[src/design/sarg_pkg.sv]
// shared types and constants for the stepper acceleration ramp generator
// no dependencies; used by every module of the block by scoped names
`default_nettype none

package sarg_pkg;

	// fixed field widths
	localparam int CN_BITS       = 32;  // ramp interval, unsigned fixed point
	localparam int TICK_BITS     = 24;  // whole-microsecond interval and tick counter
	localparam int MAG_BITS      = 31;  // magnitude of the ramp index
	localparam int DIV_BITS      = 33;  // divider operand and quotient width
	localparam int IO_POS_BITS   = 32;  // position and target width at the ports
	localparam int CFG_IDX_BITS  = 1;
	localparam int CFG_DATA_BITS = 32;

	// register indexes of the configuration port
	localparam logic [CFG_IDX_BITS-1:0] REG_INITIAL_INTERVAL = 1'b0;
	localparam logic [CFG_IDX_BITS-1:0] REG_MIN_INTERVAL     = 1'b1;

	localparam logic [CN_BITS-1:0] INITIAL_INTERVAL_RESET = 32'd0;
	localparam logic [CN_BITS-1:0] MIN_INTERVAL_RESET     = 32'd256;

	localparam logic [MAG_BITS-1:0]  MAG_MAX  = {MAG_BITS{1'b1}};
	localparam logic [TICK_BITS-1:0] TICK_MAX = {TICK_BITS{1'b1}};

	// outcome of the ramp decision
	typedef enum logic [1:0] {
		KIND_STOP  = 2'd0,
		KIND_START = 2'd1,
		KIND_HOLD  = 2'd2,
		KIND_DIV   = 2'd3
	} kind_t;

	// controller to datapath
	typedef struct packed {
		logic take;       // latch target of the accepted request
		logic span;       // distance to target
		logic absd;       // distance magnitude and sign flags
		logic decide;     // direction decision and ramp outcome
		logic apply;      // stop, start or hold outcome
		logic div_start;  // launch 2cn / (4n+1)
		logic update;     // new cn and n from quotient
		logic load;       // whole-microsecond interval from cn
		logic tick;       // count one microsecond, maybe step
		logic emit;       // capture the result
	} cmd_t;

	// datapath to controller
	typedef struct packed {
		logic  changed;
		logic  fired;
		kind_t kind;
		logic  div_done;
	} sts_t;

endpackage

`default_nettype wire

[src/design/stepper_accel_ramp_generator.sv]
// top level of the stepper acceleration ramp generator
// depends on sarg_pkg, sarg_ctrl, sarg_dp (which holds sarg_divider)
//
// Each request is one microsecond tick carrying the absolute target position,
// and it returns exactly one result: step pulse, direction, position after the
// tick, running flag and the magnitude of the ramp index n. A new target
// recomputes the ramp, the tick counter then decides whether a step fires,
// and a fired step recomputes the ramp again. Step intervals follow
// cn := cn -/+ 2cn/(4n+1) in unsigned fixed point with INTERVAL_FRAC_BITS
// fraction bits. A recompute that updates cn runs the shared restoring divider,
// which produces one quotient bit per clock over 33 bits; a recompute that
// only stops, starts or holds the ramp does not use it. Requests are handled
// one at a time; the next request is taken while a finished result still
// waits in the output register. Configuration is written through
// cfg_valid/cfg_index/cfg_data and is always ready; write it only while the
// block is idle.
`default_nettype none

module stepper_accel_ramp_generator #(
	parameter int POSITION_BITS      = 32,
	parameter int INTERVAL_FRAC_BITS = 8
) (
	input  wire logic                                    clk,
	input  wire logic                                    arst_n,

	// configuration write channel
	input  wire logic                                    cfg_valid,
	output logic                                         cfg_ready,
	input  wire logic [sarg_pkg::CFG_IDX_BITS-1:0]       cfg_index,
	input  wire logic [sarg_pkg::CFG_DATA_BITS-1:0]      cfg_data,

	// tick requests
	input  wire logic                                    in_valid,
	output logic                                         in_stall,
	input  wire logic signed [sarg_pkg::IO_POS_BITS-1:0] target_position,

	// results
	output logic                                         out_valid,
	input  wire logic                                    out_stall,
	output logic                                         step_pulse,
	output logic                                         direction_out,
	output logic signed [sarg_pkg::IO_POS_BITS-1:0]      position,
	output logic                                         running,
	output logic [sarg_pkg::MAG_BITS-1:0]                steps_to_stop
);

	// configuration registers
	logic [sarg_pkg::CN_BITS-1:0] c0_q;
	logic [sarg_pkg::CN_BITS-1:0] cmin_q;

	sarg_pkg::cmd_t cmd;
	sarg_pkg::sts_t sts;
	logic           ctrl_idle;
	logic           out_free;

	// datapath view of the result
	logic                               dp_pulse;
	logic                               dp_dir;
	logic [sarg_pkg::IO_POS_BITS-1:0]   dp_pos;
	logic                               dp_run;
	logic [sarg_pkg::MAG_BITS-1:0]      dp_mag;

	// output register
	logic                               out_valid_q;
	logic                               pulse_q;
	logic                               dir_q;
	logic [sarg_pkg::IO_POS_BITS-1:0]   pos_q;
	logic                               run_q;
	logic [sarg_pkg::MAG_BITS-1:0]      mag_q;

	assign cfg_ready = 1'b1;

	always_ff @(posedge clk or negedge arst_n) begin
		if (!arst_n) begin
			c0_q   <= sarg_pkg::INITIAL_INTERVAL_RESET;
			cmin_q <= sarg_pkg::MIN_INTERVAL_RESET;
		end else if (cfg_valid && cfg_ready) begin
			case (cfg_index)
				sarg_pkg::REG_INITIAL_INTERVAL: c0_q   <= cfg_data;
				sarg_pkg::REG_MIN_INTERVAL:     cmin_q <= cfg_data;
				default: begin
				end
			endcase
		end
	end

	// the result slot is free when empty or being taken this edge
	assign out_free = !out_valid_q || !out_stall;

	sarg_ctrl u_ctrl (
		.clk      (clk),
		.arst_n   (arst_n),
		.in_valid (in_valid),
		.out_free (out_free),
		.sts      (sts),
		.cmd      (cmd),
		.idle     (ctrl_idle)
	);

	sarg_dp #(
		.POSITION_BITS      (POSITION_BITS),
		.INTERVAL_FRAC_BITS (INTERVAL_FRAC_BITS)
	) u_dp (
		.clk       (clk),
		.arst_n    (arst_n),
		.cmd       (cmd),
		.sts       (sts),
		.target_in (target_position),
		.c0        (c0_q),
		.cmin      (cmin_q),
		.o_pulse   (dp_pulse),
		.o_dir     (dp_dir),
		.o_pos     (dp_pos),
		.o_run     (dp_run),
		.o_mag     (dp_mag)
	);

	// a request is taken only while the sequencer waits for one
	assign in_stall = !ctrl_idle;

	always_ff @(posedge clk or negedge arst_n) begin
		if (!arst_n) begin
			out_valid_q <= 1'b0;
		end else if (cmd.emit) begin
			out_valid_q <= 1'b1;
		end else if (out_valid_q && !out_stall) begin
			out_valid_q <= 1'b0;
		end
	end

	always_ff @(posedge clk) begin
		if (cmd.emit) begin
			pulse_q <= dp_pulse;
			dir_q   <= dp_dir;
			pos_q   <= dp_pos;
			run_q   <= dp_run;
			mag_q   <= dp_mag;
		end
	end

	assign out_valid     = out_valid_q;
	assign step_pulse    = pulse_q;
	assign direction_out = dir_q;
	assign position      = signed'(pos_q);
	assign running       = run_q;
	assign steps_to_stop = mag_q;

endmodule

`default_nettype wire

[src/design/sarg_divider.sv]
// iterative restoring divider, one quotient bit per clock
// depends on sarg_pkg for the operand width
`default_nettype none

module sarg_divider (
	input  wire logic                         clk,
	input  wire logic                         arst_n,
	input  wire logic                         start,
	input  wire logic [sarg_pkg::DIV_BITS-1:0] dividend,
	input  wire logic [sarg_pkg::DIV_BITS-1:0] divisor,
	output logic                              busy,
	output logic                              done,
	output logic [sarg_pkg::DIV_BITS-1:0]      quotient
);

	localparam int W        = sarg_pkg::DIV_BITS;
	localparam int CNT_BITS = $clog2(W + 1);
	localparam logic [CNT_BITS-1:0] ITERS = CNT_BITS'(W);

	logic [W-1:0]        rem_q;
	logic [W-1:0]        quo_q;
	logic [W-1:0]        dsr_q;
	logic [CNT_BITS-1:0] cnt_q;
	logic                busy_q;
	logic                done_q;

	logic [W:0]   rem_sh;
	logic [W+1:0] diff;
	logic         ge;
	logic [W-1:0] rem_nxt;
	logic [W-1:0] quo_nxt;

	always_comb begin
		rem_sh  = {rem_q, quo_q[W-1]};
		diff    = {1'b0, rem_sh} - {2'b00, dsr_q};
		ge      = ~diff[W+1];
		rem_nxt = ge ? diff[W-1:0] : rem_sh[W-1:0];
		quo_nxt = {quo_q[W-2:0], ge};
	end

	always_ff @(posedge clk or negedge arst_n) begin
		if (!arst_n) begin
			busy_q <= 1'b0;
			done_q <= 1'b0;
			cnt_q  <= '0;
		end else begin
			done_q <= 1'b0;
			if (start) begin
				busy_q <= 1'b1;
				cnt_q  <= ITERS;
			end else if (busy_q) begin
				cnt_q <= cnt_q - CNT_BITS'(1);
				if (cnt_q == CNT_BITS'(1)) begin
					busy_q <= 1'b0;
					done_q <= 1'b1;
				end
			end
		end
	end

	always_ff @(posedge clk) begin
		if (start) begin
			rem_q <= '0;
			quo_q <= dividend;
			dsr_q <= divisor;
		end else if (busy_q) begin
			rem_q <= rem_nxt;
			quo_q <= quo_nxt;
		end
	end

	assign busy     = busy_q;
	assign done     = done_q;
	assign quotient = quo_q;

endmodule

`default_nettype wire

[src/design/sarg_dp.sv]
// ramp datapath: position, target, ramp index and interval registers
// depends on sarg_pkg and sarg_divider
`default_nettype none

module sarg_dp #(
	parameter int POSITION_BITS      = 32,
	parameter int INTERVAL_FRAC_BITS = 8
) (
	input  wire logic                                 clk,
	input  wire logic                                 arst_n,
	input  wire sarg_pkg::cmd_t                       cmd,
	output sarg_pkg::sts_t                            sts,
	input  wire logic [sarg_pkg::IO_POS_BITS-1:0]     target_in,
	input  wire logic [sarg_pkg::CN_BITS-1:0]         c0,
	input  wire logic [sarg_pkg::CN_BITS-1:0]         cmin,
	output logic                                      o_pulse,
	output logic                                      o_dir,
	output logic [sarg_pkg::IO_POS_BITS-1:0]          o_pos,
	output logic                                      o_run,
	output logic [sarg_pkg::MAG_BITS-1:0]             o_mag
);

	localparam int PB     = POSITION_BITS;
	localparam int FB     = INTERVAL_FRAC_BITS;
	localparam int WIDE   = (PB > sarg_pkg::IO_POS_BITS) ? PB : sarg_pkg::IO_POS_BITS;
	localparam int DW     = PB + 1;
	localparam int CW     = (DW > sarg_pkg::MAG_BITS) ? DW : sarg_pkg::MAG_BITS;
	localparam int CMP_W  = (sarg_pkg::TICK_BITS + FB > sarg_pkg::CN_BITS) ?
		sarg_pkg::TICK_BITS + FB : sarg_pkg::CN_BITS;
	localparam int CNB    = sarg_pkg::CN_BITS;
	localparam int TB     = sarg_pkg::TICK_BITS;
	localparam int MB     = sarg_pkg::MAG_BITS;

	// architectural state
	logic [PB-1:0]  pos_q;
	logic [PB-1:0]  tgt_q;
	logic           n_neg_q;
	logic [MB-1:0]  n_mag_q;
	logic [CNB-1:0] cn_q;
	logic [TB-1:0]  step_us_q;
	logic [TB-1:0]  elapsed_q;
	logic           cw_q;

	// per-request working registers
	logic                 chg_q;
	logic                 fired_q;
	logic signed [DW-1:0] dist_q;
	logic [DW-1:0]        absd_q;
	logic                 dpos_q;
	logic                 dzero_q;
	logic                 nd_neg_q;
	sarg_pkg::kind_t      kind_q;

	logic [WIDE-1:0]   tgt_wide;
	logic [PB-1:0]     tgt_trunc;
	logic [WIDE-1:0]   pos_wide;
	logic signed [DW-1:0] dist_nxt;

	logic              npos;
	logic              big;
	logic              toward;
	logic              flip;
	logic              nd_neg;
	logic              accel_ok;
	sarg_pkg::kind_t   kind_nxt;

	logic [sarg_pkg::DIV_BITS-1:0] den;
	logic [sarg_pkg::DIV_BITS-1:0] quo;
	logic                          div_busy;
	logic                          div_done;
	logic [CNB:0]                  cn_sum;
	logic [MB-1:0]                 mag_dec;
	logic [TB-1:0]                 el_inc;
	logic                          fire;

	function automatic logic [TB-1:0] to_ticks(input logic [CNB-1:0] c);
		logic [CNB-1:0] whole;
		whole = c >> FB;
		return (|whole[CNB-1:TB]) ? sarg_pkg::TICK_MAX : whole[TB-1:0];
	endfunction

	always_comb begin
		tgt_wide  = WIDE'(signed'(target_in));
		tgt_trunc = tgt_wide[PB-1:0];
		pos_wide  = WIDE'(signed'(pos_q));
		dist_nxt  = DW'(signed'(tgt_q)) - DW'(signed'(pos_q));
	end

	// direction decision and ramp outcome
	always_comb begin
		npos     = !n_neg_q && (n_mag_q != '0);
		big      = CW'(n_mag_q) >= CW'(absd_q);
		toward   = dpos_q ? cw_q : !cw_q;
		flip     = !dzero_q && (npos ? (big || !toward) : (n_neg_q && !big && toward));
		nd_neg   = n_neg_q ^ flip;
		accel_ok = (CMP_W'(step_us_q) << FB) > CMP_W'(cmin);
		if (dzero_q && (n_neg_q || n_mag_q <= MB'(1)))
			kind_nxt = sarg_pkg::KIND_STOP;
		else if (n_mag_q == '0)
			kind_nxt = sarg_pkg::KIND_START;
		else if (nd_neg || accel_ok)
			kind_nxt = sarg_pkg::KIND_DIV;
		else
			kind_nxt = sarg_pkg::KIND_HOLD;
	end

	// 4n+1 for accel, 4|n|-1 for decel
	always_comb begin
		mag_dec = n_mag_q - MB'(1);
		den     = nd_neg_q ? {mag_dec, 2'b11} : {n_mag_q, 2'b01};
		cn_sum  = {1'b0, cn_q} + quo[CNB:0];
		el_inc  = (elapsed_q == sarg_pkg::TICK_MAX) ? elapsed_q : elapsed_q + TB'(1);
		fire    = (step_us_q != '0) && (el_inc >= step_us_q);
	end

	sarg_divider u_div (
		.clk      (clk),
		.arst_n   (arst_n),
		.start    (cmd.div_start),
		.dividend ({cn_q, 1'b0}),
		.divisor  (den),
		.busy     (div_busy),
		.done     (div_done),
		.quotient (quo)
	);

	always_ff @(posedge clk or negedge arst_n) begin
		if (!arst_n) begin
			pos_q     <= '0;
			tgt_q     <= '0;
			n_neg_q   <= 1'b0;
			n_mag_q   <= '0;
			cn_q      <= '0;
			step_us_q <= '0;
			elapsed_q <= '0;
			cw_q      <= 1'b0;
			chg_q     <= 1'b0;
			fired_q   <= 1'b0;
			kind_q    <= sarg_pkg::KIND_STOP;
		end else begin
			if (cmd.take) begin
				tgt_q <= tgt_trunc;
				chg_q <= tgt_trunc != tgt_q;
			end
			if (cmd.decide)
				kind_q <= kind_nxt;
			if (cmd.apply) begin
				case (kind_q)
					sarg_pkg::KIND_STOP: begin
						step_us_q <= '0;
						n_mag_q   <= '0;
						n_neg_q   <= 1'b0;
					end
					sarg_pkg::KIND_START: begin
						cn_q      <= c0;
						cw_q      <= dpos_q;
						step_us_q <= to_ticks(c0);
						n_mag_q   <= MB'(1);
						n_neg_q   <= 1'b0;
					end
					sarg_pkg::KIND_HOLD: begin
						n_neg_q <= nd_neg_q;
					end
					default: begin
					end
				endcase
			end
			if (cmd.update) begin
				if (nd_neg_q) begin
					cn_q    <= cn_sum[CNB] ? {CNB{1'b1}} : cn_sum[CNB-1:0];
					n_mag_q <= mag_dec;
					n_neg_q <= mag_dec != '0;
				end else begin
					cn_q    <= cn_q - quo[CNB-1:0];
					n_mag_q <= (n_mag_q == sarg_pkg::MAG_MAX) ? n_mag_q : n_mag_q + MB'(1);
					n_neg_q <= 1'b0;
				end
			end
			if (cmd.load)
				step_us_q <= to_ticks(cn_q);
			if (cmd.tick) begin
				fired_q <= fire;
				if (fire) begin
					pos_q     <= cw_q ? pos_q + PB'(1) : pos_q - PB'(1);
					elapsed_q <= '0;
				end else begin
					elapsed_q <= el_inc;
				end
			end
		end
	end

	always_ff @(posedge clk) begin
		if (cmd.span)
			dist_q <= dist_nxt;
		if (cmd.absd) begin
			absd_q  <= dist_q[DW-1] ? DW'(-dist_q) : DW'(dist_q);
			dpos_q  <= !dist_q[DW-1] && (dist_q != '0);
			dzero_q <= dist_q == '0;
		end
		if (cmd.decide)
			nd_neg_q <= nd_neg;
	end

	always_comb begin
		sts.changed  = chg_q;
		sts.fired    = fired_q;
		sts.kind     = kind_q;
		sts.div_done = div_done;
	end

	assign o_pulse = fired_q;
	assign o_dir   = cw_q;
	assign o_pos   = pos_wide[sarg_pkg::IO_POS_BITS-1:0];
	assign o_run   = step_us_q != '0;
	assign o_mag   = n_mag_q;

	// a negative ramp index never has zero magnitude
	a_n_norm: assert property (@(posedge clk) disable iff (!arst_n)
		n_neg_q |-> n_mag_q != '0)
		else $error("ramp index negative zero");

	// a step restarts the tick count
	a_fire_clears: assert property (@(posedge clk) disable iff (!arst_n)
		cmd.tick && fire |=> elapsed_q == '0 && fired_q)
		else $error("step did not clear tick count");

	// divider is never relaunched while it is working
	a_div_idle: assert property (@(posedge clk) disable iff (!arst_n)
		cmd.div_start |-> !div_busy)
		else $error("divider launched while busy");

endmodule

`default_nettype wire

[src/design/sarg_ctrl.sv]
// sequencer of one tick: target check, ramp recompute, tick count, result
// depends on sarg_pkg for command and status types
`default_nettype none

module sarg_ctrl (
	input  wire logic           clk,
	input  wire logic           arst_n,
	input  wire logic           in_valid,
	input  wire logic           out_free,
	input  wire sarg_pkg::sts_t sts,
	output sarg_pkg::cmd_t      cmd,
	output logic                idle
);

	typedef enum logic [9:0] {
		ST_IDLE   = 10'b00_0000_0001,
		ST_DIST   = 10'b00_0000_0010,
		ST_ABS    = 10'b00_0000_0100,
		ST_DECIDE = 10'b00_0000_1000,
		ST_APPLY  = 10'b00_0001_0000,
		ST_DIVIDE = 10'b00_0010_0000,
		ST_UPDATE = 10'b00_0100_0000,
		ST_LOAD   = 10'b00_1000_0000,
		ST_TICK   = 10'b01_0000_0000,
		ST_EMIT   = 10'b10_0000_0000
	} state_t;

	state_t state_q, state_d;
	logic   phase_q, phase_d;  // 0: after target change, 1: after step
	state_t after_ramp;

	always_comb begin
		after_ramp = phase_q ? ST_EMIT : ST_TICK;
		state_d    = state_q;
		phase_d    = phase_q;
		cmd        = '0;
		idle       = 1'b0;
		case (state_q)
			ST_IDLE: begin
				idle = 1'b1;
				if (in_valid) begin
					cmd.take = 1'b1;
					phase_d  = 1'b0;
					state_d  = ST_DIST;
				end
			end
			ST_DIST: begin
				cmd.span = 1'b1;
				if (phase_q ? sts.fired : sts.changed)
					state_d = ST_ABS;
				else
					state_d = after_ramp;
			end
			ST_ABS: begin
				cmd.absd = 1'b1;
				state_d  = ST_DECIDE;
			end
			ST_DECIDE: begin
				cmd.decide = 1'b1;
				state_d    = ST_APPLY;
			end
			ST_APPLY: begin
				if (sts.kind == sarg_pkg::KIND_DIV) begin
					cmd.div_start = 1'b1;
					state_d       = ST_DIVIDE;
				end else begin
					cmd.apply = 1'b1;
					state_d   = after_ramp;
				end
			end
			ST_DIVIDE: begin
				if (sts.div_done)
					state_d = ST_UPDATE;
			end
			ST_UPDATE: begin
				cmd.update = 1'b1;
				state_d    = ST_LOAD;
			end
			ST_LOAD: begin
				cmd.load = 1'b1;
				state_d  = after_ramp;
			end
			ST_TICK: begin
				cmd.tick = 1'b1;
				phase_d  = 1'b1;
				state_d  = ST_DIST;
			end
			ST_EMIT: begin
				if (out_free) begin
					cmd.emit = 1'b1;
					state_d  = ST_IDLE;
				end
			end
			default: begin
				state_d = ST_IDLE;
			end
		endcase
	end

	always_ff @(posedge clk or negedge arst_n) begin
		if (!arst_n) begin
			state_q <= ST_IDLE;
			phase_q <= 1'b0;
		end else begin
			state_q <= state_d;
			phase_q <= phase_d;
		end
	end

endmodule

`default_nettype wire

[config.mk]
export PLATFORM = sky130hd
export DESIGN_NAME = stepper_accel_ramp_generator
export DESIGN_NICKNAME = d
export VERILOG_FILES = /design/src/design/sarg_pkg.sv /design/src/design/stepper_accel_ramp_generator.sv /design/src/design/sarg_divider.sv /design/src/design/sarg_dp.sv /design/src/design/sarg_ctrl.sv
export SDC_FILE = /design/constraint.sdc
export NUM_CORES = 1
export LEC_CHECK = 0
export BUFFER_PORTS_ARGS = -buffer_cell sky130_fd_sc_hd__buf_2
export CORE_MARGIN = 8
export CORE_UTILIZATION = 55
export DETAILED_ROUTE_END_ITERATION = 10
export PLACE_DENSITY = 0.72
export SLEW_MARGIN = 5
export SYNTH_ARGS = -nofsm -noshare
export SYNTH_HDL_FRONTEND = slang
export SYNTH_SLANG_ARGS = --single-unit
[constraint.sdc]
create_clock -name clk -period 10.4 [get_ports clk]
set_input_delay 2.08 -clock clk [delete_from_list [all_inputs] [get_ports clk]]
set_output_delay 2.08 -clock clk [all_outputs]
set_load 0.005 [all_outputs]
-- Word-level counts from Yosys, hierarchy flattened
Index checks and enable logic that the tools add are counted.
- div/mod/pow operators: 0
- bitwise operators: 3
- add/sub/neg operators: 11
- $lt $le $gt $ge: 4
- shift operators: 0
- reduce and logical (&&, ||, !) cells: 48
- $mul: 0
- mux-type cells: 64
- equality and inequality tests: 21
- operators with widths (cell ; number):
    2-to-1 mux 32 bit ; 7
    2-to-1 mux 33 bit ; 4
    2-to-1 mux 31 bit ; 4
    case mux 10 bit (10 select lines) ; 1
    2-to-1 mux 24 bit ; 4
    case mux 31 bit (2 select lines) ; 1
    nonzero test 31 bit ; 2
    2-to-1 mux 10 bit ; 6
    case mux 24 bit (2 select lines) ; 1
    subtractor 34 x 33 -> 35 bit ; 1
    adder 32 x 33 -> 33 bit ; 1
    greater-or-equal comparator 31 x 33 -> 1 bit ; 1
    logical NOT 33 bit ; 1
    negator 33 bit ; 1
    nonzero test 33 bit ; 1
    subtractor 32 x 32 -> 33 bit ; 1
    adder 32 x 1 -> 32 bit, second input constant ; 1
    greater-than comparator 32 bit ; 1
    != test 32 bit ; 1
    subtractor 32 x 1 -> 32 bit, second input constant ; 1
    subtractor 32 bit ; 1
    adder 31 x 1 -> 31 bit, second input constant ; 1
    == test 31 bit, second input constant ; 1
    <= comparator 31 x 1 -> 1 bit, second input constant ; 1
    other kinds (38) ; 106
- word-level logic and storage cells: 185
- bits in writable memories: 0
- bits in read-only memories: 0
- latch bits: 0
- input bits: 70
- memories: 0
- flip-flop bits (word level): 499

-- Longest topological paths before layout
Gate-level depths: netlist (run 1).
- depth after elaboration: 11
- depth in mapped cells: 24
- mapped depth without buffers: 21

-- By module
From an unflattened synthesis (run 1), not the netlist that was laid out.
- cells, all modules: 3333
- area total of the unflattened synthesis: 32281.0 sq um
- modules (own cells, without submodules) (module ; area each (sq um) ; cells each ; instances ; seq. area each (sq um)):
    sarg_dp ; 20867.5 ; 2426 ; 1 ; 6601.3
    sarg_divider ; 6238.5 ; 615 ; 1 ; 2842.7
    stepper_accel_ramp_generator ; 4459.3 ; 209 ; 1 ; 3609.7
    sarg_ctrl ; 715.7 ; 83 ; 1 ; 276.5

-- Worst setup path before layout (run 1)
OpenSTA, ideal clock, no wires.
- path kind: input to register
- start point: input out_stall
- end point: register dir_q, in the netlist direction_out, enable pin
- buffers on the path: 0
- cell stages on the path: 1
- data arrival time: 5.219 ns
- slack: 4.669 ns
- cell sequence: a21oi_1
- longest elaborated chain between the ends: 4
- RTL lines (item ; RTL line ; source):
    start, declared ; stepper_accel_ramp_generator.sv:39 ; input wire logic out_stall,
    logical NOT 1 bit ; stepper_accel_ramp_generator.sv:88 ; assign out_free = !out_valid_q || !out_stall;
    logical OR 1 bit ; stepper_accel_ramp_generator.sv:88 ;
    2-to-1 mux 1 bit ; sarg_ctrl.sv:89 ; if (out_free) begin
    2-to-1 mux 1 bit ; sarg_ctrl.sv:38 ; case (state_q)
    end signal, assigned ; stepper_accel_ramp_generator.sv:134 ; dir_q <= dp_dir;
    end, declared ; stepper_accel_ramp_generator.sv:66 ; logic dir_q;
No other way between the ends.
A chain may end at the register's enable or synchronous reset.

-- Worst setup path after layout (run 1)
- start point: register u_dp.elapsed_q[11]
- end point: register u_dp.pos_q[1], in the netlist u_dp.o_pos[1]
- longest elaborated chain between the ends: 5
- elaborated cells between the ends (all ways): 6
- those cells by class: 1 x add/sub; 1 x order compare; 1 x eq/ne; 1 x mux; 2 x reduce/logical
- RTL lines (item ; RTL line ; source):
    start, declared ; sarg_dp.sv:41 ; logic [TB-1:0] elapsed_q;
    start signal, assigned ; sarg_dp.sv:187 ; elapsed_q <= el_inc;
    adder 24 x 1 -> 24 bit or == test 24 bit (tied branches) ; sarg_dp.sv:112 ; el_inc = (elapsed_q == sarg_pkg::TICK_MAX) ? elapsed_q : elapsed_q + TB'(1);
    2-to-1 mux 24 bit (*) ; sarg_dp.sv:112 ;
    greater-or-equal comparator 24 bit (*) ; sarg_dp.sv:113 ; fire = (step_us_q != '0) && (el_inc >= step_us_q);
    logical AND 1 bit (*) ; sarg_dp.sv:113 ;
    AND reduction 2 bit (no line) (*) ; - ;
    end signal, assigned ; sarg_dp.sv:184 ; pos_q <= cw_q ? pos_q + PB'(1) : pos_q - PB'(1);
    end, declared ; sarg_dp.sv:35 ; logic [PB-1:0] pos_q;
Every way passes the cells marked *; elsewhere a longest branch is shown, timed or not.

==> metrics.yaml, run 1 <==
clock_network:
  post_cts_buffers: 0
  htree_num_levels: 2
  root_buffer: "clkbuf_16"
  cts.path.max_buffers: 3
  cts_tree: "built"
  clk_latency_ns: 0.61
  postCtsResizedCells: 0
  cts_buffers: 54
  clk_pin_slew_ns: 0.06
  cts_hold_buf: 0
  cts_sinks: 498
worst_hold_path:
  min-delay-path-class: "flip-flop to flip-flop"
  holdCritStartpoint: "u_dp.dist_q[0]"
job:
  drv_cap: 0
finish:
  synthToLayoutAreaGrowth_pct: 9.891
  nNetsFinal: 3824
  layout-drive-gt1-share: 0.1128
timing:
  rsz0062_at_grt: "false"
  period_needed_ns: 5.049
  hold_viol: 0
  totalNegativeSetupSlack_ns: 0
  max_freq_mhz: 198.1
  hold_ws_ns: 0.4546
  relSlewSlack: 0.2442
  post-route-period-util: 0.4854
  maxSlewViolCount: 0
  setup_viol: 0
  clock_skew_ns: 0.01242
  worst_pin_slew_ns: 1.132
global_route:
  grt_overflow: 0
  grt_pass1_wl_um: 124300
  grtUsageTotal: 0.2266
  grt_pass1_vias: 23520
  grt_antenna_before_repair: 1
  grt_start_max_net_pins: 114
setup_path:
  r2r_start: "u_dp.elapsed_q[11]"
  cpMaxStageDelayCell: "or3_1"
  cpPeakStageDelay_ns: 0.49
  arrival_ns: 5.54
  cp_top_family: "simple AND/OR/NAND/NOR gates"
  reg2reg_slack_ns: 5.35
  cp-end-kind: "flip-flop"
  cp-startpoint: "u_dp.elapsed_q[11]"
  crit_fanout: 57
  cp.required_ns: 10.90
  path_buf_inv: 3
  worstSetupPathType: "flip-flop to flip-flop"
  startpoint_type: "flip-flop"
  worstPathCellList: "and4_1, nand4_1, nor3_1, nand3_1, nand4_1, or3_1, nor2_1, and3_1, nand3_1, xnor2_1, ha_1, a21o_1, a21o_1, a21oi_1, inv_1, o21ai_0, nor2_1, buf_4, nand2_1, buf_4, mux2_2"
drt:
  ant_nets: 0
  drt_iter0_drc: 1930
  routed_wirelength_um: 76800
  drc_errors: 0
  dr_total_vias: 24960
  routed_via_density: 5.788
  routedWlPerCell_um: 17.81
  first_pass_iters: 6
yosys:
  ys_ff_latch: 498
  yosys.area_share.simple: 0.1522
  synth_xor_area_frac: 0.06609
  synth_fa_ha_area_frac: 0.1007
  synthMuxAreaShare: 0.04009
  synth_top_family_by_area: "compound AO/OA/AOI/OAI gates"
  ys_async_sr_fraction: 0.5321
  syn_inst: 3423
  syn_nets: 3746
  ys_types: 85
  synth_area_um2: 31800
  avgSynthCellArea_um2: 9.291
  synth_compound_area_frac: 0.1736
  synth_ff_type: "dfrtp_1"
  ys_seq_area_frac: 0.4179
  synth-warning-count: 0
  synth_edf_count: 199
power_and_ir_drop:
  peakVddDrop_mv: 0.2224
  leakage_nw: 15.74
  power_mw: 7.300
  p_per_area_nw_per_um2: 208.9
die:
  die-area_um2: 65770
  die_width_um: 256.5
  row_count: 88
  initial_core_util: 0.5533
  dieHeight_um: 256.5
  fp.coreArea_um2: 57480
  ios: 139
placed_design:
  port_buffers: 137
  dp_hpwl_um: 56180
  place_congestion: 0.9141
outcome:
  status: "finished clean"
path summary, 6_finish.rpt:
check	to	cells after the start
hold / removal	u_dp.absd_q[0]	0
min in group asynchronous	u_dp.cn_q[2]	1
setup / recovery	u_dp.o_pos[1]	21
max in group asynchronous	u_dp.tgt_q[0]	2
hold reg to reg	u_dp.absd_q[0]	0
setup reg to reg	u_dp.o_pos[1]	21
kinds of logic after synthesis:
| kind of cell | count (synthesis) |
|---|---|
| DFF | 498 |
| and+or+nand+nor | 1018 |
| muxes | 115 |
| other | 1 |
| buffers and inverters | 411 |
| adders and majority gates | 253 |
| xor gates and xnor gates | 240 |
| AOI/OAI and AO/OA | 887 |
state kept, by name, indices dropped and copies added, names as in the netlist, 2 cells and up:
name,flops
u_dp.o_pos,32
u_ctrl.state_q,10
c0_q,32
u_dp.u_div.cnt_q,6
position,32
steps_to_stop,31
u_dp.u_div.dsr_q,32
u_dp.absd_q,33
u_dp.u_div.rem_q,33
u_dp.dist_q,33
u_dp.elapsed_q,24
u_dp.step_us_q,24
u_dp.o_mag,31
cmin_q,32
u_dp.cn_q,32
u_dp.kind_q,2
u_dp.u_div.quotient,33
u_dp.tgt_q,32
synth_stat cells, types with 41 or more instances:
| cell | count | area, µm² |
|---|---|---|
| a211oi_1 | 46 | 345.3 |
| a21o_1 | 84 | 630.6 |
| a21oi_1 | 287 | 1436 |
| clkbuf_1 | 112 | 420.4 |
| dfrtp_1 | 263 | 6581 |
| edfxtp_1 | 199 | 5976 |
| ha_1 | 248 | 3103 |
| inv_1 | 264 | 991.0 |
| mux2_2 | 99 | 1115 |
| nand2_1 | 320 | 1201 |
| nand3_1 | 87 | 435.4 |
| nor2_1 | 280 | 1051 |
| nor3_1 | 52 | 260.3 |
| o21ai_0 | 224 | 1121 |
| o31ai_1 | 41 | 307.8 |
| xnor2_1 | 143 | 1252 |
| xor2_1 | 97 | 849.6 |
layout by cell type (no fill, tap or decap), types with 52 or more instances in the layout:
cell type / n
xor2_1: 97
mux2_2: 99
nand3_1: 86
inv_1: 264
xnor2_1: 143
nand2_1: 320
nor2_1: 279
a21o_1: 84
clkbuf_16: 56
edfxtp_1: 199
buf_2: 136
a21oi_1: 286
o21ai_0: 224
nor3_1: 52
dfrtp_1: 262
ha_1: 248
power by group:
part / internal, mW / switching, mW
Sequential: 2.39 / 0.262
Clock: 1.13 / 0.807
Combinational: 1.24 / 1.47
per-layer routing:
metal  vias to the layer above  share of wire  wire length (µm)  global-route usage
li1                      12360              -                 -                   -
met1                     11780           0.47             36430              0.3270
met2                       704           0.44             33650              0.3504
met3                       109          0.066              5049             0.04086
met4                         0          0.022              1669             0.05750
met5                         -              0                 0                   0
metrics by stage:
step	util	worst slack (ns)	instances	instance area (µm²)
3_3_place_gp	0.5769	5.478	4210	33160
6_report	0.6081	5.351	4312	34950
2_1_floorplan	-	4.669	3423	31800
4_1_cts	0.6080	5.399	4311	34950
5_1_grt	0.6080	4.973	4311	34950
3_5_place_dp	0.5769	5.424	4210	33160
cell type report:
type	instances	area [µm²]
inverters	267	1003
well taps	765	957.2
fillers	4933	22530
repair buffers	166	913.4
multi-input cells	2514	16990
clock inverters	26	264.0
clock buffers	75	1523
flip-flops and latches	498	13290
diodes	1	2.502
No activity file was read; power rests on OpenSTA's default activity.
==> run 2, diff against run 1 <==
--- a/config.mk
+++ b/config.mk
@@ -9,7 +9,7 @@
 export CORE_MARGIN = 8
 export CORE_UTILIZATION = 55
 export DETAILED_ROUTE_END_ITERATION = 10
-export PLACE_DENSITY = 0.72
+export PLACE_DENSITY = 0.75
 export SLEW_MARGIN = 5
 export SYNTH_ARGS = -nofsm -noshare
 export SYNTH_HDL_FRONTEND = slang
==> constraint.sdc (replaced) <==
create_clock -name clk -period 4.3 [get_ports clk]
set_input_delay 0.86 -clock clk [delete_from_list [all_inputs] [get_ports clk]]
set_output_delay 0.86 -clock clk [all_outputs]
set_load 0.005 [all_outputs]
==> run 2 against run 1 <==
Compared with the run above: cell count is 1.2% higher; total power is 150% higher; clock skew is 0.012 ns higher; sequential cell count stayed put.
==> metrics.yaml, run 2 (synthesized netlist as in run 1, its figures left out) <==
outcome:
  status: "finished clean"
timing:
  period_needed_ns: 4.013
  clock_skew_ns: 0.02481
  max_freq_mhz: 249.2
  setup_viol: 0
  rsz0062_at_grt: "true"
  worst_pin_slew_ns: 1.006
  hold_ws_ns: 0.2259
  maxSlewViolCount: 0
  relSlewSlack: 0.3292
  post-route-period-util: 0.9333
  hold_viol: 0
global_route:
  grtUsageTotal: 0.2306
  grt_pass1_vias: 24450
  grt_overflow: 0
  grt_start_max_net_pins: 93
  grt_antenna_before_repair: 1
  grt_pass1_wl_um: 126900
die:
  die-area_um2: 65770
  fp.coreArea_um2: 57480
  dieHeight_um: 256.5
  initial_core_util: 0.5533
  die_width_um: 256.5
  ios: 139
  row_count: 88
setup_path:
  reg2reg_slack_ns: 0.29
  arrival_ns: 4.50
  cp-end-kind: "flip-flop"
  r2r_start: "u_dp.elapsed_q[0]"
  cp.required_ns: 4.79
  worstSetupPathType: "flip-flop to flip-flop"
  cp-startpoint: "u_dp.elapsed_q[0]"
  startpoint_type: "flip-flop"
  r2r_end: "u_dp.o_pos[14]"
  reg2regPathDepth: 20
  crit_fanout: 12
placed_design:
  placed_area_um2: 33600
  dp.cells: 4258
  port_buffers: 137
  place_congestion: 0.9199
  dp_hpwl_um: 57650
finish:
  multi_input_area_um2: 17050
  final_cell_mix: "nand2_1 (320), a21oi_1 (286), nor2_1 (278), inv_1 (264), dfrtp_1 (262)"
  register_area_um2: 13290
  synthToLayoutAreaGrowth_pct: 11.90
  layout_commonest_cell: "nand2_1"
  finalInstanceArea_um2: 35590
  nNetsFinal: 3874
  layout-drive-gt1-share: 0.1282
  fin_cells: 4363
  final.fill_count: 4797
clock_network:
  clk_pin_slew_ns: 0.07
  clk_latency_ns: 0.63
  cts_sinks: 498
  cts_hold_buf: 0
  cts.path.max_buffers: 3
  root_buffer: "clkbuf_16"
  cts_tree: "built"
  cts_buffers: 54
  htree_num_levels: 2
power_and_ir_drop:
  leakage_nw: 16.11
  power_mw: 18.23
  peakVddDrop_mv: 0.5864
  p_per_area_nw_per_um2: 512.2
drt:
  ant_nets: 0
  routedWlPerCell_um: 17.94
  dr_total_vias: 25440
  routed_wirelength_um: 78280
  drc_errors: 0
  routed_via_density: 5.831
  first_pass_iters: 5
  drt_iter0_drc: 1908
worst_hold_path:
  min-delay-path-class: "input pin to async pin"
job:
  drv_cap: 0
## run 2: cell count changes in the layout (fill, tap and decap cells not counted), moves of 2 or more
| cell | before | now |
|---|---|---|
| clkbuf_1 | 14 | 9 |
| bufinv_16 | 4 | 6 |
| a2111oi_0 | 9 | 7 |
| clkinv_8 | 0 | 2 |
| o21ai_1 | 1 | 3 |
| clkbuf_8 | 5 | 8 |
| o21ai_0 | 224 | 222 |
| clkinvlp_4 | 5 | 2 |
| buf_12 | 0 | 6 |
| buf_4 | 29 | 73 |
## run 2: worst max-delay path by stage
stage and endpoint:
3_3_place_gp u_dp.o_pos[6], 4_1_cts u_dp.o_pos[24], 2_1_floorplan u_dp.o_pos[18], 6_report u_dp.o_pos[14], 3_5_place_dp u_dp.o_pos[24], 5_1_grt u_dp.o_pos[11]
## run 2: what timing repair did
action,4_1_cts,5_1_grt
gates resized for setup,2,11
endpoints found under the setup margin,32,49
pin swaps,1,2
gates cloned,0,0
setup buffers,0,2
## run 2: layout make-up
| class | count | area share |
|---|---|---|
| Multi-Input combinational cell | 2514 | 0.4791 |
| Inverter | 267 | 0.02820 |
| Tap cell | 765 | 0.02690 |
| Timing Repair Buffer | 216 | 0.03832 |
| Sequential cell | 498 | 0.3735 |
| Clock inverter | 28 | 0.009844 |
| Antenna cell | 1 | 0.00007032 |
| Clock buffer | 74 | 0.04412 |
## run 2: through the flow
stage	setup WS, ns	utilization	setup TNS [ns]
global route	-0.04450	0.6191	-0.3700
CTS	0.1036	0.6182	0
global placement	0.1190	0.5846	0
detailed placement	-0.02443	0.5846	-0.2411
floorplan	0.05190	-	0
finish	0.2870	0.6192	0
## run 2: per-layer routing
metal,global-route usage,share of wire,up-vias
met2,0.3586,0.44,787
met3,0.04655,0.071,155
li1,-,-,12480
met4,0.07321,0.029,0
met5,0,0,-
met1,0.3222,0.46,12020
## run 2: power breakdown
group | internal [mW] | total (mW) | leakage [nW] | switching, mW
combinational | 3.16 | 6.87 | 9.63 | 3.71
sequential | 5.79 | 6.41 | 5.53 | 0.625
clock | 2.94 | 4.94 | 0.942 | 2.01
## run 2: worst max-delay path, stage by stage, from the launching register on
cell	delay, ns
dfrtp_1	0.36
ha_2	0.20
nand2_1	0.05
or2_2	0.31
nor3_4	0.26
buf_4	0.15
a31oi_1	0.18
nor2b_1	0.22
xor2_1	0.17
ha_1	0.31
nand4_1	0.15
a2111oi_2	0.32
a2111oi_1	0.09
buf_4	0.15
o2111a_1	0.27
nor2_4	0.14
nand2_1	0.10
buf_12	0.16
buf_4	0.16
nand2_1	0.07
o21ai_0	0.09
==> run 3, diff against run 2 <==
--- a/config.mk
+++ b/config.mk
@@ -9,7 +9,7 @@
 export CORE_MARGIN = 8
 export CORE_UTILIZATION = 55
 export DETAILED_ROUTE_END_ITERATION = 10
-export PLACE_DENSITY = 0.75
+export PLACE_DENSITY = 0.72
 export SLEW_MARGIN = 5
 export SYNTH_ARGS = -nofsm -noshare
 export SYNTH_HDL_FRONTEND = slang
==> constraint.sdc (replaced) <==
create_clock -name clk -period 3.85 [get_ports clk]
set_input_delay 0.77 -clock clk [delete_from_list [all_inputs] [get_ports clk]]
set_output_delay 0.77 -clock clk [all_outputs]
set_load 0.005 [all_outputs]
==> run 3 against run 2 <==
Compared with the run above: the flow now finishes with violations (setup timing); clock skew is 0.0025 ns higher; critical path depth is 2 higher; register-to-register slack got worse by 0.30 ns; cell count grew 1.7%; largest cell class unchanged.
==> metrics.yaml, run 3 (synthesized netlist as in run 1, its figures left out) <==
timing:
  period_needed_ns: 3.866
  setup_viol: 2
  maxSlewViolCount: 0
  finalWorstSetupSlack_ns: -0.01604
  clock_skew_ns: 0.02735
  rsz0062_at_grt: "true"
  hold_viol: 0
  post-route-period-util: 1.004
  max_freq_mhz: 258.7
  totalNegativeSetupSlack_ns: -0.01613
  relSlewSlack: 0.3795
  worst_pin_slew_ns: 0.9285
placed_design:
  dp.cells: 4306
  dp_hpwl_um: 58890
  port_buffers: 137
  place_congestion: 0.9297
  place_ws_ns: -0.3548
die:
  die_width_um: 256.5
  row_count: 88
  ios: 139
  initial_core_util: 0.5533
  dieHeight_um: 256.5
  fp.coreArea_um2: 57480
  die-area_um2: 65770
drt:
  routed_via_density: 5.789
  routed_wirelength_um: 80380
  first_pass_iters: 5
  drc_errors: 0
  ant_nets: 0
  routedWlPerCell_um: 18.12
  dr_total_vias: 25690
  drt_iter0_drc: 1731
power_and_ir_drop:
  combPwrFrac: 0.394
  pwr-share-seq: 0.336
  sw_frac_of_total: 0.3488
  p_per_area_nw_per_um2: 581.6
  peakVddDrop_mv: 0.5401
  clockPowerShare: 0.270
  leakage_nw: 16.64
  p_sw_mw: 7.426
  power_mw: 21.29
  p_int_mw: 13.86
clock_network:
  cts.path.max_buffers: 3
  cts_buffers: 54
  root_buffer: "clkbuf_16"
  clk_latency_ns: 0.62
  clk_pin_slew_ns: 0.07
  htree_num_levels: 2
  cts_tree: "built"
  cts_sinks: 498
job:
  drv_cap: 0
finish:
  synthToLayoutAreaGrowth_pct: 15.10
  final.fill_count: 4753
  final_cell_mix: "nand2_1 (314), a21oi_1 (282), nor2_1 (275), inv_1 (263), dfrtp_1 (262)"
  layout-drive-gt1-share: 0.1566
  nNetsFinal: 3948
  layout_commonest_cell: "nand2_1"
  fin_cells: 4437
setup_path:
  cp.required_ns: 4.36
  crit_fanout: 6
  cp-end-kind: "flip-flop"
  startpoint_type: "flip-flop"
  worstSetupPathType: "flip-flop to flip-flop"
  arrival_ns: 4.37
outcome:
  violations: "setup timing"
  status: "finished with violations"
worst_hold_path:
  min-delay-path-class: "input pin to async pin"
global_route:
  grt_pass1_wl_um: 129600
  grt_pass1_vias: 24740
  grt_antenna_before_repair: 1
  grt_start_max_net_pins: 98
  grt_overflow: 0
  grtUsageTotal: 0.2348
run 3: cell types whose count changed in the layout (fill, tap and decap cells not counted), sizes merged:
| cell | previous run | this run |
|---|---|---|
| buf | 216 | 288 |
| clkinv | 21 | 18 |
| clkbuf | 74 | 67 |
| clkinvlp | 2 | 6 |
| bufinv | 6 | 12 |
| inv | 266 | 268 |
run 3: final timing paths:
| check | from | to | slack, ns | cells past startpoint |
|---|---|---|---|---|
| worst max-delay path | u_dp.elapsed_q[1] | u_dp.o_pos[1] | -0.02 | 22 |
| worst min-delay path | arst_n | u_dp.cn_q[12] | 0.14 | 1 |
| worst max register to register | u_dp.elapsed_q[1] | u_dp.o_pos[1] | -0.02 | 22 |
| worst min register to register | u_dp.dist_q[0] | u_dp.absd_q[0] | 0.45 | 0 |
| max in group asynchronous | arst_n | u_dp.o_pos[5] | 2.93 | 2 |
| min in group clk | target_position[2] | u_dp.tgt_q[2] | 0.41 | 2 |
run 3: worst max-delay path, stage by stage (launching register included):
cell	delay [ns]
dfrtp_1	0.39
ha_2	0.20
nand2_1	0.05
or2_4	0.13
nor3_4	0.05
nand3_2	0.11
nand4_1	0.12
or3_4	0.42
buf_6	0.14
nor2_4	0.07
and3_4	0.20
nand3_4	0.09
xnor2_2	0.14
ha_1	0.28
a21o_1	0.18
a21o_1	0.18
a21oi_2	0.14
inv_1	0.07
o21ai_2	0.19
nor2_4	0.08
nand2_4	0.08
buf_12	0.14
mux2_4	0.30
run 3: power groups by stage:
stage	clock (mW)	combinational (mW)	sequential (mW)
6_report	5.74	8.39	7.15
5_1_grt	6.03	9.31	7.24
4_1_cts	5.85	8.16	7.13
3_5_place_dp	0	7.65	7.22
3_3_place_gp	0	7.56	7.19
2_1_floorplan	0	5.88	7.01
run 3: through the flow:
stage,area [µm²],hold slack [ns],utilization
after global routing,36600,0.1793,0.6368
after CTS,36240,0.1433,0.6306
after global placement,34030,0.4404,0.5922
after floorplan,31870,0.4249,-
final,36610,0.1394,0.6369
after detailed placement,34030,0.4359,0.5922
run 3: timing repair:
action	CTS	global route
setup buffers	9	15
resized for setup	29	71
pin swaps	15	28
gates cloned	1	4
hold buffers	0	0
endpoints found under the setup margin	57	71
run 3: layer usage:
layer / global-route usage / wire length, µm / vias up
li1: - / - / 12610
met1: 0.3367 / 37880 / 12240
met2: 0.3689 / 35810 / 704
met3: 0.03555 / 4788 / 131
met4: 0.06347 / 1906 / 0
met5: 0 / 0 / -
run 3: area by class of cell:
type                            count  area [µm²]  share of cell area
Clock buffer                       65        1424             0.03890
Clock inverter                     37       561.8             0.01535
Inverter                          267        1003             0.02741
Antenna cell                        1       2.502          0.00006836
Timing Repair Buffer              290        2066             0.05643
Sequential cell                   498       13290              0.3631
Tap cell                          765       957.2             0.02615
Multi-Input combinational cell   2514       17300              0.4726
